**src/rtl/core/terminal_key_sequence_decoder_macros.svh**
```systemverilog
// Assertion macros shared by the terminal key sequence decoder RTL.
// Depends on nothing; included by files that carry concurrent assertions.
`ifndef TERMINAL_KEY_SEQUENCE_DECODER_MACROS_SVH
`define TERMINAL_KEY_SEQUENCE_DECODER_MACROS_SVH

// Same-cycle implication, disabled while reset is active.
`define TKSD_ASSERT_IMPL(label, clk, rst_n, ante, cons) \
    label: assert property (@(posedge clk) disable iff (!rst_n) (ante) |-> (cons)) \
        else $error("tksd assertion failed (same cycle)");

// Next-cycle implication, disabled while reset is active.
`define TKSD_ASSERT_NEXT(label, clk, rst_n, ante, cons) \
    label: assert property (@(posedge clk) disable iff (!rst_n) (ante) |=> (cons)) \
        else $error("tksd assertion failed (next cycle)");

`endif

```
**src/rtl/core/tkd_pkg.sv**
```systemverilog
// Shared types, codes and decode helpers for the terminal key sequence decoder.
// Depends on nothing; imported by every module of the block.
package tkd_pkg;

    // Parser state codes.
    localparam int MODE_W = 3;
    localparam logic [MODE_W-1:0] MODE_IDLE = 3'd0;
    localparam logic [MODE_W-1:0] MODE_ESC  = 3'd1;
    localparam logic [MODE_W-1:0] MODE_CSI  = 3'd2;
    localparam logic [MODE_W-1:0] MODE_DIG  = 3'd3;
    localparam logic [MODE_W-1:0] MODE_SKIP = 3'd4;

    // Key codes.
    localparam logic [3:0] KEY_CHAR  = 4'd0;
    localparam logic [3:0] KEY_UP    = 4'd1;
    localparam logic [3:0] KEY_DOWN  = 4'd2;
    localparam logic [3:0] KEY_RIGHT = 4'd3;
    localparam logic [3:0] KEY_LEFT  = 4'd4;
    localparam logic [3:0] KEY_HOME  = 4'd5;
    localparam logic [3:0] KEY_END   = 4'd6;
    localparam logic [3:0] KEY_PGUP  = 4'd7;
    localparam logic [3:0] KEY_PGDN  = 4'd8;
    localparam logic [3:0] KEY_ESC   = 4'd9;
    localparam logic [3:0] KEY_ENTER = 4'd10;
    localparam logic [3:0] KEY_BKSP  = 4'd11;
    localparam logic [3:0] KEY_TAB   = 4'd12;

    // Byte values the parser looks for.
    localparam logic [7:0] BYTE_ESC   = 8'h1B;
    localparam logic [7:0] BYTE_LBRK  = 8'h5B;
    localparam logic [7:0] BYTE_TILDE = 8'h7E;
    localparam logic [7:0] BYTE_FIVE  = 8'h35;
    localparam logic [7:0] BYTE_SIX   = 8'h36;
    localparam logic [7:0] BYTE_UP    = 8'h41;
    localparam logic [7:0] BYTE_DOWN  = 8'h42;
    localparam logic [7:0] BYTE_RIGHT = 8'h43;
    localparam logic [7:0] BYTE_LEFT  = 8'h44;
    localparam logic [7:0] BYTE_END   = 8'h46;
    localparam logic [7:0] BYTE_HOME  = 8'h48;
    localparam logic [7:0] BYTE_CR    = 8'h0D;
    localparam logic [7:0] BYTE_LF    = 8'h0A;
    localparam logic [7:0] BYTE_DEL   = 8'h7F;
    localparam logic [7:0] BYTE_BS    = 8'h08;
    localparam logic [7:0] BYTE_TAB   = 8'h09;
    localparam logic [7:0] FINAL_LO   = 8'h40;
    localparam logic [7:0] FINAL_HI   = 8'h7E;

    // Command queue geometry.
    localparam int QDEPTH = 4;
    localparam int QPTR_W = $clog2(QDEPTH);
    localparam int QCNT_W = $clog2(QDEPTH + 1);

    // One key event.
    typedef struct packed {
        logic [3:0] key;
        logic [7:0] chr;
    } event_t;

    // One queued command: the final event of a byte, preceded by an Escape when dual is set.
    typedef struct packed {
        logic   dual;
        event_t ev;
    } cmd_t;

    // Queue status seen by the front end and the checks.
    typedef struct packed {
        logic full;
        logic empty;
    } q_status_t;

    // True for a CSI final byte.
    function automatic logic is_final(input logic [7:0] b);
        return (b >= FINAL_LO) && (b <= FINAL_HI);
    endfunction

    // Event for a non-Escape byte seen from the idle state.
    function automatic event_t decode_idle(input logic [7:0] b);
        event_t ev;
        ev.chr = 8'h00;
        case (b) inside
            BYTE_CR, BYTE_LF:  ev.key = KEY_ENTER;
            BYTE_DEL, BYTE_BS: ev.key = KEY_BKSP;
            BYTE_TAB:          ev.key = KEY_TAB;
            default:
            begin
                ev.key = KEY_CHAR;
                ev.chr = b;
            end
        endcase
        return ev;
    endfunction

endpackage

```
**src/rtl/core/tkd_front.sv**
```systemverilog
// Front end: accepts input bytes, runs the escape sequence parser and queues commands.
// Depends on tkd_pkg.
module tkd_front (
    input  logic                      clk,
    input  logic                      rst_n,
    input  logic                      in_valid,
    output logic                      in_ready,
    input  logic [7:0]                in_byte,
    input  logic                      end_of_buffer,
    input  tkd_pkg::q_status_t        q_status,
    output logic                      push,
    output tkd_pkg::cmd_t             push_cmd,
    output logic [tkd_pkg::MODE_W-1:0] mode
);
    import tkd_pkg::*;

    logic [MODE_W-1:0] mode_reg;
    logic [MODE_W-1:0] mode_next;
    logic              pdp_reg;
    logic              pdp_next;
    logic              lead_esc;
    logic              tail_esc;
    logic              main_v;
    event_t            main_ev;
    event_t            idle_ev;
    logic              accept;

    assign in_ready = !q_status.full;
    assign accept   = in_valid && in_ready;
    assign idle_ev  = decode_idle(in_byte);
    assign mode     = mode_reg;

    // Parser next state and the events this byte causes.
    always_comb
    begin
        mode_next = mode_reg;
        pdp_next  = pdp_reg;
        lead_esc  = 1'b0;
        main_v    = 1'b0;
        main_ev   = '0;
        unique case (mode_reg)
            MODE_ESC:
            begin
                if (in_byte == BYTE_LBRK)
                begin
                    mode_next = MODE_CSI;
                end
                else
                begin
                    lead_esc = 1'b1;
                    if (in_byte == BYTE_ESC)
                    begin
                        mode_next = MODE_ESC;
                    end
                    else
                    begin
                        mode_next = MODE_IDLE;
                        main_v    = 1'b1;
                        main_ev   = idle_ev;
                    end
                end
            end
            MODE_CSI:
            begin
                mode_next = MODE_IDLE;
                case (in_byte) inside
                    BYTE_UP:    begin main_v = 1'b1; main_ev.key = KEY_UP;    end
                    BYTE_DOWN:  begin main_v = 1'b1; main_ev.key = KEY_DOWN;  end
                    BYTE_RIGHT: begin main_v = 1'b1; main_ev.key = KEY_RIGHT; end
                    BYTE_LEFT:  begin main_v = 1'b1; main_ev.key = KEY_LEFT;  end
                    BYTE_HOME:  begin main_v = 1'b1; main_ev.key = KEY_HOME;  end
                    BYTE_END:   begin main_v = 1'b1; main_ev.key = KEY_END;   end
                    BYTE_FIVE, BYTE_SIX:
                    begin
                        pdp_next  = (in_byte == BYTE_SIX);
                        mode_next = MODE_DIG;
                    end
                    default:
                    begin
                        if (!is_final(in_byte))
                        begin
                            mode_next = MODE_SKIP;
                        end
                    end
                endcase
            end
            MODE_DIG:
            begin
                if (in_byte == BYTE_TILDE)
                begin
                    main_v      = 1'b1;
                    main_ev.key = pdp_reg ? KEY_PGDN : KEY_PGUP;
                    mode_next   = MODE_IDLE;
                end
                else
                begin
                    mode_next = is_final(in_byte) ? MODE_IDLE : MODE_SKIP;
                end
                pdp_next = 1'b0;
            end
            MODE_SKIP:
            begin
                if (is_final(in_byte))
                begin
                    mode_next = MODE_IDLE;
                end
            end
            default:
            begin
                if (in_byte == BYTE_ESC)
                begin
                    mode_next = MODE_ESC;
                end
                else
                begin
                    mode_next = MODE_IDLE;
                    main_v    = 1'b1;
                    main_ev   = idle_ev;
                end
            end
        endcase
        // A buffer end flushes a pending Escape and drops any partial sequence.
        tail_esc = end_of_buffer && (mode_next == MODE_ESC);
        if (end_of_buffer)
        begin
            mode_next = MODE_IDLE;
            pdp_next  = 1'b0;
        end
    end

    // Command for the queue; the first of two events is always Escape.
    always_comb
    begin
        push_cmd.dual = lead_esc && (main_v || tail_esc);
        if (tail_esc || !main_v)
        begin
            push_cmd.ev.key = KEY_ESC;
            push_cmd.ev.chr = 8'h00;
        end
        else
        begin
            push_cmd.ev = main_ev;
        end
        push = accept && (lead_esc || main_v || tail_esc);
    end

    // Parser state registers.
    always_ff @(posedge clk or negedge rst_n)
    begin
        if (!rst_n)
        begin
            mode_reg <= MODE_IDLE;
            pdp_reg  <= 1'b0;
        end
        else if (accept)
        begin
            mode_reg <= mode_next;
            pdp_reg  <= pdp_next;
        end
    end

endmodule

```
**src/rtl/core/tkd_queue.sv**
```systemverilog
// Short command queue that decouples the parser from the event output stage.
// Depends on tkd_pkg.
module tkd_queue (
    input  logic               clk,
    input  logic               rst_n,
    input  logic               push,
    input  tkd_pkg::cmd_t      push_cmd,
    input  logic               pop,
    output tkd_pkg::cmd_t      head,
    output tkd_pkg::q_status_t status
);
    import tkd_pkg::*;

    cmd_t              mem_reg [QDEPTH];
    logic [QPTR_W-1:0] wr_ptr_reg;
    logic [QPTR_W-1:0] rd_ptr_reg;
    logic [QCNT_W-1:0] count_reg;
    logic              do_push;
    logic              do_pop;

    assign status.full  = (count_reg == QCNT_W'(QDEPTH));
    assign status.empty = (count_reg == '0);
    assign do_push      = push && !status.full;
    assign do_pop       = pop && !status.empty;
    assign head         = mem_reg[rd_ptr_reg];

    // Storage is written in place and needs no reset.
    always_ff @(posedge clk)
    begin
        if (do_push)
        begin
            mem_reg[wr_ptr_reg] <= push_cmd;
        end
    end

    // Pointers and fill count.
    always_ff @(posedge clk or negedge rst_n)
    begin
        if (!rst_n)
        begin
            wr_ptr_reg <= '0;
            rd_ptr_reg <= '0;
            count_reg  <= '0;
        end
        else
        begin
            if (do_push)
            begin
                wr_ptr_reg <= wr_ptr_reg + 1'b1;
            end
            if (do_pop)
            begin
                rd_ptr_reg <= rd_ptr_reg + 1'b1;
            end
            if (do_push && !do_pop)
            begin
                count_reg <= count_reg + 1'b1;
            end
            else if (do_pop && !do_push)
            begin
                count_reg <= count_reg - 1'b1;
            end
        end
    end

endmodule

```
**src/rtl/core/tkd_back.sv**
```systemverilog
// Back end: expands queued commands into key events on a registered output stage.
// Depends on tkd_pkg.
module tkd_back (
    input  logic               clk,
    input  logic               rst_n,
    input  tkd_pkg::cmd_t      head,
    input  tkd_pkg::q_status_t q_status,
    output logic               pop,
    output logic               out_valid,
    input  logic               out_ready,
    output tkd_pkg::event_t    out_ev,
    output logic               out_last
);
    import tkd_pkg::*;

    logic   out_valid_reg;
    event_t out_ev_reg;
    logic   out_last_reg;
    logic   sec_pending_reg;
    event_t sec_ev_reg;
    logic   load;

    assign out_valid = out_valid_reg;
    assign out_ev    = out_ev_reg;
    assign out_last  = out_last_reg;
    assign load      = !out_valid_reg || out_ready;
    assign pop       = load && !sec_pending_reg && !q_status.empty;

    // Output stage control: second half of a dual command goes before the next pop.
    always_ff @(posedge clk or negedge rst_n)
    begin
        if (!rst_n)
        begin
            out_valid_reg   <= 1'b0;
            sec_pending_reg <= 1'b0;
        end
        else if (load)
        begin
            if (sec_pending_reg)
            begin
                out_valid_reg   <= 1'b1;
                sec_pending_reg <= 1'b0;
            end
            else
            begin
                out_valid_reg   <= !q_status.empty;
                sec_pending_reg <= !q_status.empty && head.dual;
            end
        end
    end

    // Output payload and the held second event.
    always_ff @(posedge clk)
    begin
        if (load)
        begin
            if (sec_pending_reg)
            begin
                out_ev_reg   <= sec_ev_reg;
                out_last_reg <= 1'b1;
            end
            else if (head.dual)
            begin
                out_ev_reg.key <= KEY_ESC;
                out_ev_reg.chr <= 8'h00;
                out_last_reg   <= 1'b0;
                sec_ev_reg     <= head.ev;
            end
            else
            begin
                out_ev_reg   <= head.ev;
                out_last_reg <= 1'b1;
            end
        end
    end

endmodule

```
**src/rtl/core/terminal_key_sequence_decoder.sv**
```systemverilog
// Terminal key sequence decoder: turns terminal input bytes into key events. A byte is
// accepted every cycle while the four-entry command queue between parser and output
// stage has room; results leave from a registered output stage one per cycle while the
// receiver is ready. A byte yields zero, one or two events; a byte that yields two (a
// lone Escape followed by a byte other than [ or Escape, or two Escapes at a buffer
// end) holds the output stage for both events before the next command is popped. The
// first event of a byte is written into the queue when the byte is accepted and is
// then registered into the output stage, which the receiver can stall. No clearing
// pass after reset. Depends on tkd_pkg, tkd_front, tkd_queue, tkd_back and the macros.
`include "terminal_key_sequence_decoder_macros.svh"

module terminal_key_sequence_decoder (
    input  logic        clk,
    input  logic        rst_n,
    input  logic        s_tvalid,
    output logic        s_tready,
    input  logic [7:0]  s_tdata,   // [7:0] in_byte
    input  logic        s_tlast,   // end_of_buffer
    output logic        m_tvalid,
    input  logic        m_tready,
    output logic [15:0] m_tdata,   // [3:0] key_code, [11:4] char_value, [15:12] zero
    output logic        m_tlast    // last_of_run
);
    import tkd_pkg::*;

    logic              push;
    cmd_t              push_cmd;
    cmd_t              head;
    q_status_t         q_status;
    logic              pop;
    logic [MODE_W-1:0] mode;
    event_t            out_ev;

    tkd_front u_front (
        .clk           (clk),
        .rst_n         (rst_n),
        .in_valid      (s_tvalid),
        .in_ready      (s_tready),
        .in_byte       (s_tdata),
        .end_of_buffer (s_tlast),
        .q_status      (q_status),
        .push          (push),
        .push_cmd      (push_cmd),
        .mode          (mode)
    );

    tkd_queue u_queue (
        .clk      (clk),
        .rst_n    (rst_n),
        .push     (push),
        .push_cmd (push_cmd),
        .pop      (pop),
        .head     (head),
        .status   (q_status)
    );

    tkd_back u_back (
        .clk       (clk),
        .rst_n     (rst_n),
        .head      (head),
        .q_status  (q_status),
        .pop       (pop),
        .out_valid (m_tvalid),
        .out_ready (m_tready),
        .out_ev    (out_ev),
        .out_last  (m_tlast)
    );

    // Pack the result fields, lowest field first.
    assign m_tdata = {4'b0000, out_ev.chr, out_ev.key};

    // The parser never pushes into a full queue and the output never pops an empty one.
    `TKSD_ASSERT_IMPL(a_push_not_full, clk, rst_n, push, !q_status.full)
    `TKSD_ASSERT_IMPL(a_pop_not_empty, clk, rst_n, pop, !q_status.empty)
    // A buffer end always leaves the parser idle.
    `TKSD_ASSERT_NEXT(a_eob_idle, clk, rst_n, s_tvalid && s_tready && s_tlast, mode == MODE_IDLE)

endmodule

```
**config.mk**
```make
export PLATFORM = sky130hd
export DESIGN_NAME = terminal_key_sequence_decoder
export DESIGN_NICKNAME = d
export VERILOG_FILES = /design/src/rtl/core/tkd_pkg.sv /design/src/rtl/core/tkd_front.sv /design/src/rtl/core/tkd_queue.sv /design/src/rtl/core/tkd_back.sv /design/src/rtl/core/terminal_key_sequence_decoder.sv
export VERILOG_INCLUDE_DIRS = /design/src /design/src/rtl/core
export SDC_FILE = /design/constraint.sdc
export NUM_CORES = 1
export LEC_CHECK = 0
export BUFFER_PORTS_ARGS = -buffer_cell sky130_fd_sc_hd__buf_2
export CAP_MARGIN = 20
export CORE_ASPECT_RATIO = 0.7
export CORE_UTILIZATION = 45
export DETAILED_ROUTE_END_ITERATION = 7
export REMOVE_ABC_BUFFERS = 1
export SKIP_LAST_GASP = 1
export SYNTH_ARGS = -nofsm -noshare
export SYNTH_HDL_FRONTEND = slang
export SYNTH_SLANG_ARGS = --single-unit
```
**constraint.sdc**
```tcl
create_clock -name clk -period 2.9 [get_ports clk]
set_input_delay 0.29 -clock clk [delete_from_list [all_inputs] [get_ports clk]]
set_output_delay 0.29 -clock clk [all_outputs]
set_load 0.05 [all_outputs]
```
## After elaboration in Yosys (flattened, before gate mapping)

Memory sizes are Yosys's and may differ from the RTL's.
Index checks and enable logic that the tools add are counted.

| cells by class | value |
|---|---|
| divide/modulo/power cells | 0 |
| shift operators | 0 |
| reduce and logical (&&, ||, !) cells | 33 |
| equal/unequal tests | 29 |
| bitwise gates (word level) | 1 |
| muxes and demuxes | 63 |
| add/subtract/negate cells | 4 |
| order comparisons | 2 |
| multiply operators | 0 |

Operator list:

| operator | number |
|---|---|
| equality test 8 x 7 -> 1 bit (second input constant) | 9 |
| two-way mux 12 bit | 5 |
| two-way mux 3 bit | 15 |
| two-way mux 4 bit | 10 |
| equality test 8 x 4 -> 1 bit (second input constant) | 4 |
| two-way mux 1 bit | 25 |
| two-way mux 8 bit | 3 |
| != test 3 bit (second input constant) | 7 |
| equality test 8 x 6 -> 1 bit (second input constant) | 2 |
| one-hot mux 4 bit (4 select lines) | 1 |
| one-hot mux 8 bit (2 select lines) | 1 |
| logical AND 1 bit | 12 |
| one-hot mux 3 bit (4 select lines) | 1 |
| AND reduction 9 bit | 1 |
| equality test 8 x 5 -> 1 bit (second input constant) | 1 |
| >= comparator 8 x 7 -> 1 bit (second input constant) | 1 |
| <= comparator 8 x 7 -> 1 bit (second input constant) | 1 |
| zero test 1 bit | 7 |
| equality test 3 x 1 -> 1 bit (second input constant) | 2 |
| equality test 3 x 2 -> 1 bit (second input constant) | 2 |
| equality test 3 bit (second input constant) | 2 |
| OR reduction 2 bit | 3 |
| logical OR 1 bit | 5 |
| adder 2 x 1 -> 2 bit (second input constant) | 2 |
| 10 further kinds | 10 |

| storage, ports and cells | value |
|---|---|
| output and inout port bits | 19 |
| memory bits (read-only) | 0 |
| flip-flop bits (word level) | 38 |
| memory bits (writable) | 52 |
| bits in latches | 0 |
| logic and storage cells | 145 |
| memories | 1 |

Memory list:

| memory | words | bits a word | read ports | clocked after memory_dff | wr ports | RTL line | RTL |
|---|---|---|---|---|---|---|---|
| u_queue.mem_reg | 4 | 13 | 1 | 0 | 1 | tkd_queue.sv:14 | `cmd_t mem_reg [QDEPTH];` |

## Depth between registers and ports, before layout

| depth | value |
|---|---|
| depth after elaboration | 20 |
| depth in mapped cells | 11 |
| mapped depth without buffers | 10 |

## Cells and area by module

A second synthesis with hierarchy kept.

| second synthesis, totals | value |
|---|---|
| cells, all modules | 277 |
| area, all modules | 4206.5 um2 |

By module, submodules not included:

| module | times used | sequential area each (um2) | cells an instance | area an instance (um2) |
|---|---|---|---|---|
| tkd_queue | 1 | 1736.7 | 104 | 2311.0 |
| tkd_back | 1 | 800.8 | 55 | 999.7 |
| tkd_front | 1 | 100.1 | 113 | 862.1 |
| terminal_key_sequence_decoder | 1 | 0.0 | 5 | 33.8 |

## Worst setup path before layout

No wires, ideal clock.

| timing path | value |
|---|---|
| path kind | register to register |
| start point | reg u_front.mode_reg[0] (netlist: u_front.mode[0]) |
| end point | reg u_queue.count_reg[2] |
| library setup time | 0.079 ns |
| path buffers | 1 |
| period minus slack after synthesis | 2.549 ns |
| data required time | 2.821 ns |
| arrival | 2.470 ns |
| path slack | 0.351 ns |
| cell stages (with the launch flop) | 11 |
| cell sequence | dfrtp_1 clkbuf_1 nand3b_1 nor4_2 o41a_4 ha_1 inv_1 fa_1 xor2_1 nor2_1 xor2_1 |

| on the way | value |
|---|---|
| longest elaborated chain between the ends | 10 |
| elaborated cells between the ends (all ways) | 19 |
| those cells by class | eq/ne: 5; mux: 5; reduce/logical: 9 |

Ends and longest elaborated chain:

| what | RTL line | RTL |
|---|---|---|
| start, declared | tkd_front.sv:17 | `logic [MODE_W-1:0] mode_reg;` |
| start signal, assigned | tkd_front.sv:157 | `mode_reg <= mode_next;` |
| equality test 3 bit (tied with other cells) | tkd_front.sv:41 | `unique case (mode_reg)` |
| one-hot mux 3 bit (4 select lines) | tkd_front.sv:41 |  |
| equality test 3 x 1 -> 1 bit | tkd_front.sv:123 | `tail_esc = end_of_buffer && (mode_next == MODE_ESC);` |
| logical AND 1 bit | tkd_front.sv:123 |  |
| logical OR 1 bit * | tkd_front.sv:144 | `push = accept && (lead_esc \|\| main_v \|\| tail_esc);` |
| logical AND 1 bit * | tkd_front.sv:144 |  |
| logical AND 1 bit * | tkd_queue.sv:23 | `assign do_push = push && !status.full;` |
| net u_queue.do_push | tkd_queue.sv:18 | `logic do_push;` |
| zero test 1 bit | tkd_queue.sv:59 | `else if (do_pop && !do_push)` |
| logical AND 1 bit | tkd_queue.sv:59 |  |
| nonzero test 2 bit (no source line) | -- |  |
| end signal, assigned | tkd_queue.sv:57 | `count_reg <= count_reg + 1'b1;` |
| end signal, assigned | tkd_queue.sv:61 | `count_reg <= count_reg - 1'b1;` |
| end, declared | tkd_queue.sv:17 | `logic [QCNT_W-1:0] count_reg;` |

The timed path passes the listed nets; every way through them passes the cells marked *.
A chain may end at the register's enable or synchronous reset.

## Final worst setup path

| timing path | value |
|---|---|
| start point | reg u_front.mode_reg[1] (netlist: u_front.mode[1]) |
| end point | reg u_queue.count_reg[2] |

Same word-level chain as after synthesis.

==> results.json <==
{
  "crit_start": "u_front.mode[1]",
  "synth_common_cells": "edfxtp_1, nand2_1, nor2_1, o21ai_0, dfrtp_1",
  "cp.depth": 9,
  "crit_family": "simple AND/OR/NAND/NOR gates",
  "drt-initial-drc-count": 209,
  "cts_buffers": 9,
  "start_kind": "register",
  "num_vias": 2507,
  "synthXorXnorAreaFrac": 0.01452,
  "power_density_mw_per_mm2": 979.6,
  "areaGrowthSynthToFinish_pct": 14.91,
  "clock_sinks": 90,
  "fp.dieArea_mm2": 0.009779,
  "synthAdderAreaFrac": 0.01956,
  "setup-tns-final_ns": 0,
  "port_buffers": 27,
  "gp_congestion": 0.8709,
  "path_common_cell": "xor2_1",
  "setup_viol": 0,
  "cap_violations": 0,
  "final-hold-violation-count": 0,
  "cts.htree.levels": 3,
  "netlist-cell-type-count": 66,
  "status": "finished clean",
  "diodes": 0,
  "ir_drop_v": 0.0003989,
  "critPathSlowestCell": "dfrtp_1",
  "grt_pass1_wl_mm": 12.50,
  "crit_arrival_ns": 2.92,
  "avgRoutedWirePerCell_um": 15.66,
  "synth_edf_count": 77,
  "initial_core_util": 0.4654,
  "synth_area_leaders": "edfxtp_1, dfrtp_1, mux4_2, nand2_1, o21ai_0",
  "io_pins": 32,
  "row_count": 29,
  "slew_violations": 0,
  "post_cts_buffers": 0,
  "synth_compound_gate_area_share": 0.08447,
  "grt_usage": 0.1675,
  "ys_async_sr_fraction": 0.1444,
  "synth_top_family_by_area": "simple AND/OR/NAND/NOR gates",
  "grt_max_degree": 29,
  "cts-root-buf": "clkbuf_16",
  "placed_cell_area_mm2": 0.004533,
  "r2r_start": "u_front.mode[1]",
  "place_hpwl_mm": 5.338,
  "worst_clock_skew_ns": 0.008847,
  "fin_crit_ns": 2.665,
  "dp_cells": 457,
  "endpoint_kind": "register",
  "post-route-util": 0.5348,
  "hold_path.class": "in2reg",
  "nets": 364,
  "dr.pass1.iters": 4,
  "wl_mm": 7.424,
  "synth_top_area_share": 0.5477,
  "post-route-period-util": 0.9188,
  "clockBufferDepth": 2,
  "critPathCapture": "u_queue.count_reg[2]",
  "critPathBufInv": 1,
  "ys_seq_area_frac": 0.6248,
  "die_y_um": 83.04,
  "yosysMostFrequentCell": "edfxtp_1",
  "fp.coreArea_mm2": 0.009071,
  "viasPerCell": 5.289,
  "slowest_delay_ns": 0.57,
  "synth_area_mm2": 0.004222,
  "drc": 0,
  "worst_pin_slew_ns": 0.6435,
  "timing.fmax_ghz": 0.3753,
  "cp.required_ns": 3.16,
  "drt.antenna.violating_nets": 0,
  "syn_avg_cell_area_um2": 13.75,
  "grt_overflow": 0,
  "synthMuxAreaShare": 0.08002,
  "grt_pass1_vias": 2395,
  "synth_warnings": 0,
  "grt_antenna_before_repair": 0,
  "slew_headroom": 0.5599,
  "synthCells": 307,
  "holdPathStages": 2,
  "ys.flop_type": "edfxtp_1",
  "insertion_delay_ns": 0.33,
  "ff2ff_setup_slack_ns": 0.24,
  "rsz0062_at_grt": "no",
  "die_x_um": 117.8,
  "critPathKind": "reg2reg",
  "path_cells": "nand3b_1 -> nor4_4 -> o41a_4 -> ha_1 -> inv_1 -> fa_1 -> xor2_1 -> nor2_1 -> xor2_1",
  "clkTransAtPathRegs_ns": 0.06,
  "crit_fanout": 11,
  "synth-simple-area-share": 0.1372,
  "synth_top_cell_by_area": "edfxtp_1",
  "layout-drive-gt1-share": 0.2600,
  "cts_tree": "yes",
  "finalNonFillerCells": 474,
  "p_leak_nw": 1.819,
  "largest_reg_flops": 52,
  "r2r_cells": 9,
  "final_cell_area_mm2": 0.004851,
  "r2r_end": "u_queue.count_reg[2]",
  "ys_ff_latch": 90
}
-- worst min path at each step --
stage / start / end / slack [ns]
after global routing: s_tlast / u_front.pdp_reg / 0.23
final: s_tlast / u_front.pdp_reg / 0.21
after global placement: rst_n / u_back.out_valid / 0.20
after detailed placement: rst_n / u_back.out_valid / 0.20
after CTS: s_tlast / u_front.pdp_reg / 0.21
after floorplan: rst_n / u_back.out_valid / -0.006
-- area by class of cell --
cell class,count,area [um2]
Multi-Input combinational cell,187,1441
Fill cell,776,4220
Inverter,12,45.04
Tap cell,124,155.1
Sequential cell,90,2638
Clock inverter,4,31.28
Timing Repair Buffer,45,272.8
Clock buffer,12,267.8
-- cells in the final DEF, fill, tap and decap left out, drive strengths merged, types with 4 or more instances in the layout --
cell    synthesis  layout
inv            12      14
buf            14      44
clkbuf          7      12
edfxtp         77      77
o21ai          15      15
dfrtp          13      13
nand2b          5       5
nor3           10      10
xnor2           4       4
ha              5       5
nand2          34      34
mux4           12      12
and2           12      12
conb            1       4
nor2           14      14
a21oi          10      10
-- kinds of logic after synthesis --
| group | after synthesis |
|---|---|
| compound gates | 48 |
| xor+xnor | 7 |
| fa+ha+maj | 6 |
| buf+inv | 33 |
| flops | 90 |
| mux | 18 |
| other cells | 1 |
| simple gates | 104 |
-- timing repair --
action,CTS,global route
hold buffers,1,0
setup endpoints to repair,0,1
gates resized for setup,0,1
endpoints found under the hold margin,13,0
-- routing by layer --
metal / up-vias / global-route usage / wire length, um
met5: - / 0 / 0
met4: 0 / 0.06177 / 105
met3: 10 / 0.04602 / 346
met2: 61 / 0.2369 / 3311
met1: 1217 / 0.2462 / 3659
li1: 1219 / - / -
-- where the power goes --
group | switching, W | leakage [nW] | total, W | internal (W)
Clock | 0.000473 | 0.149 | 0.00114 | 0.000663
Sequential | 0.000139 | 0.890 | 0.00203 | 0.00189
Combinational | 0.00101 | 0.780 | 0.00159 | 0.000580
Total | 0.00162 | 1.82 | 0.00475 | 0.00313
-- per-stage QoR --
| stage | hold WS [ns] | setup slack [ns] | total power [W] |
|---|---|---|---|
| after detailed placement | 0.1962 | 0.1218 | 0.003673 |
| after global placement | 0.1954 | 0.1448 | 0.003646 |
| after CTS | 0.2076 | 0.1754 | 0.004804 |
| final | 0.2129 | 0.2353 | 0.004752 |
| after global routing | 0.2267 | 0.07367 | 0.005018 |
| after floorplan | -0.005591 | 0.3129 | 0.003217 |
No activity file was read; power rests on OpenSTA's default activity.
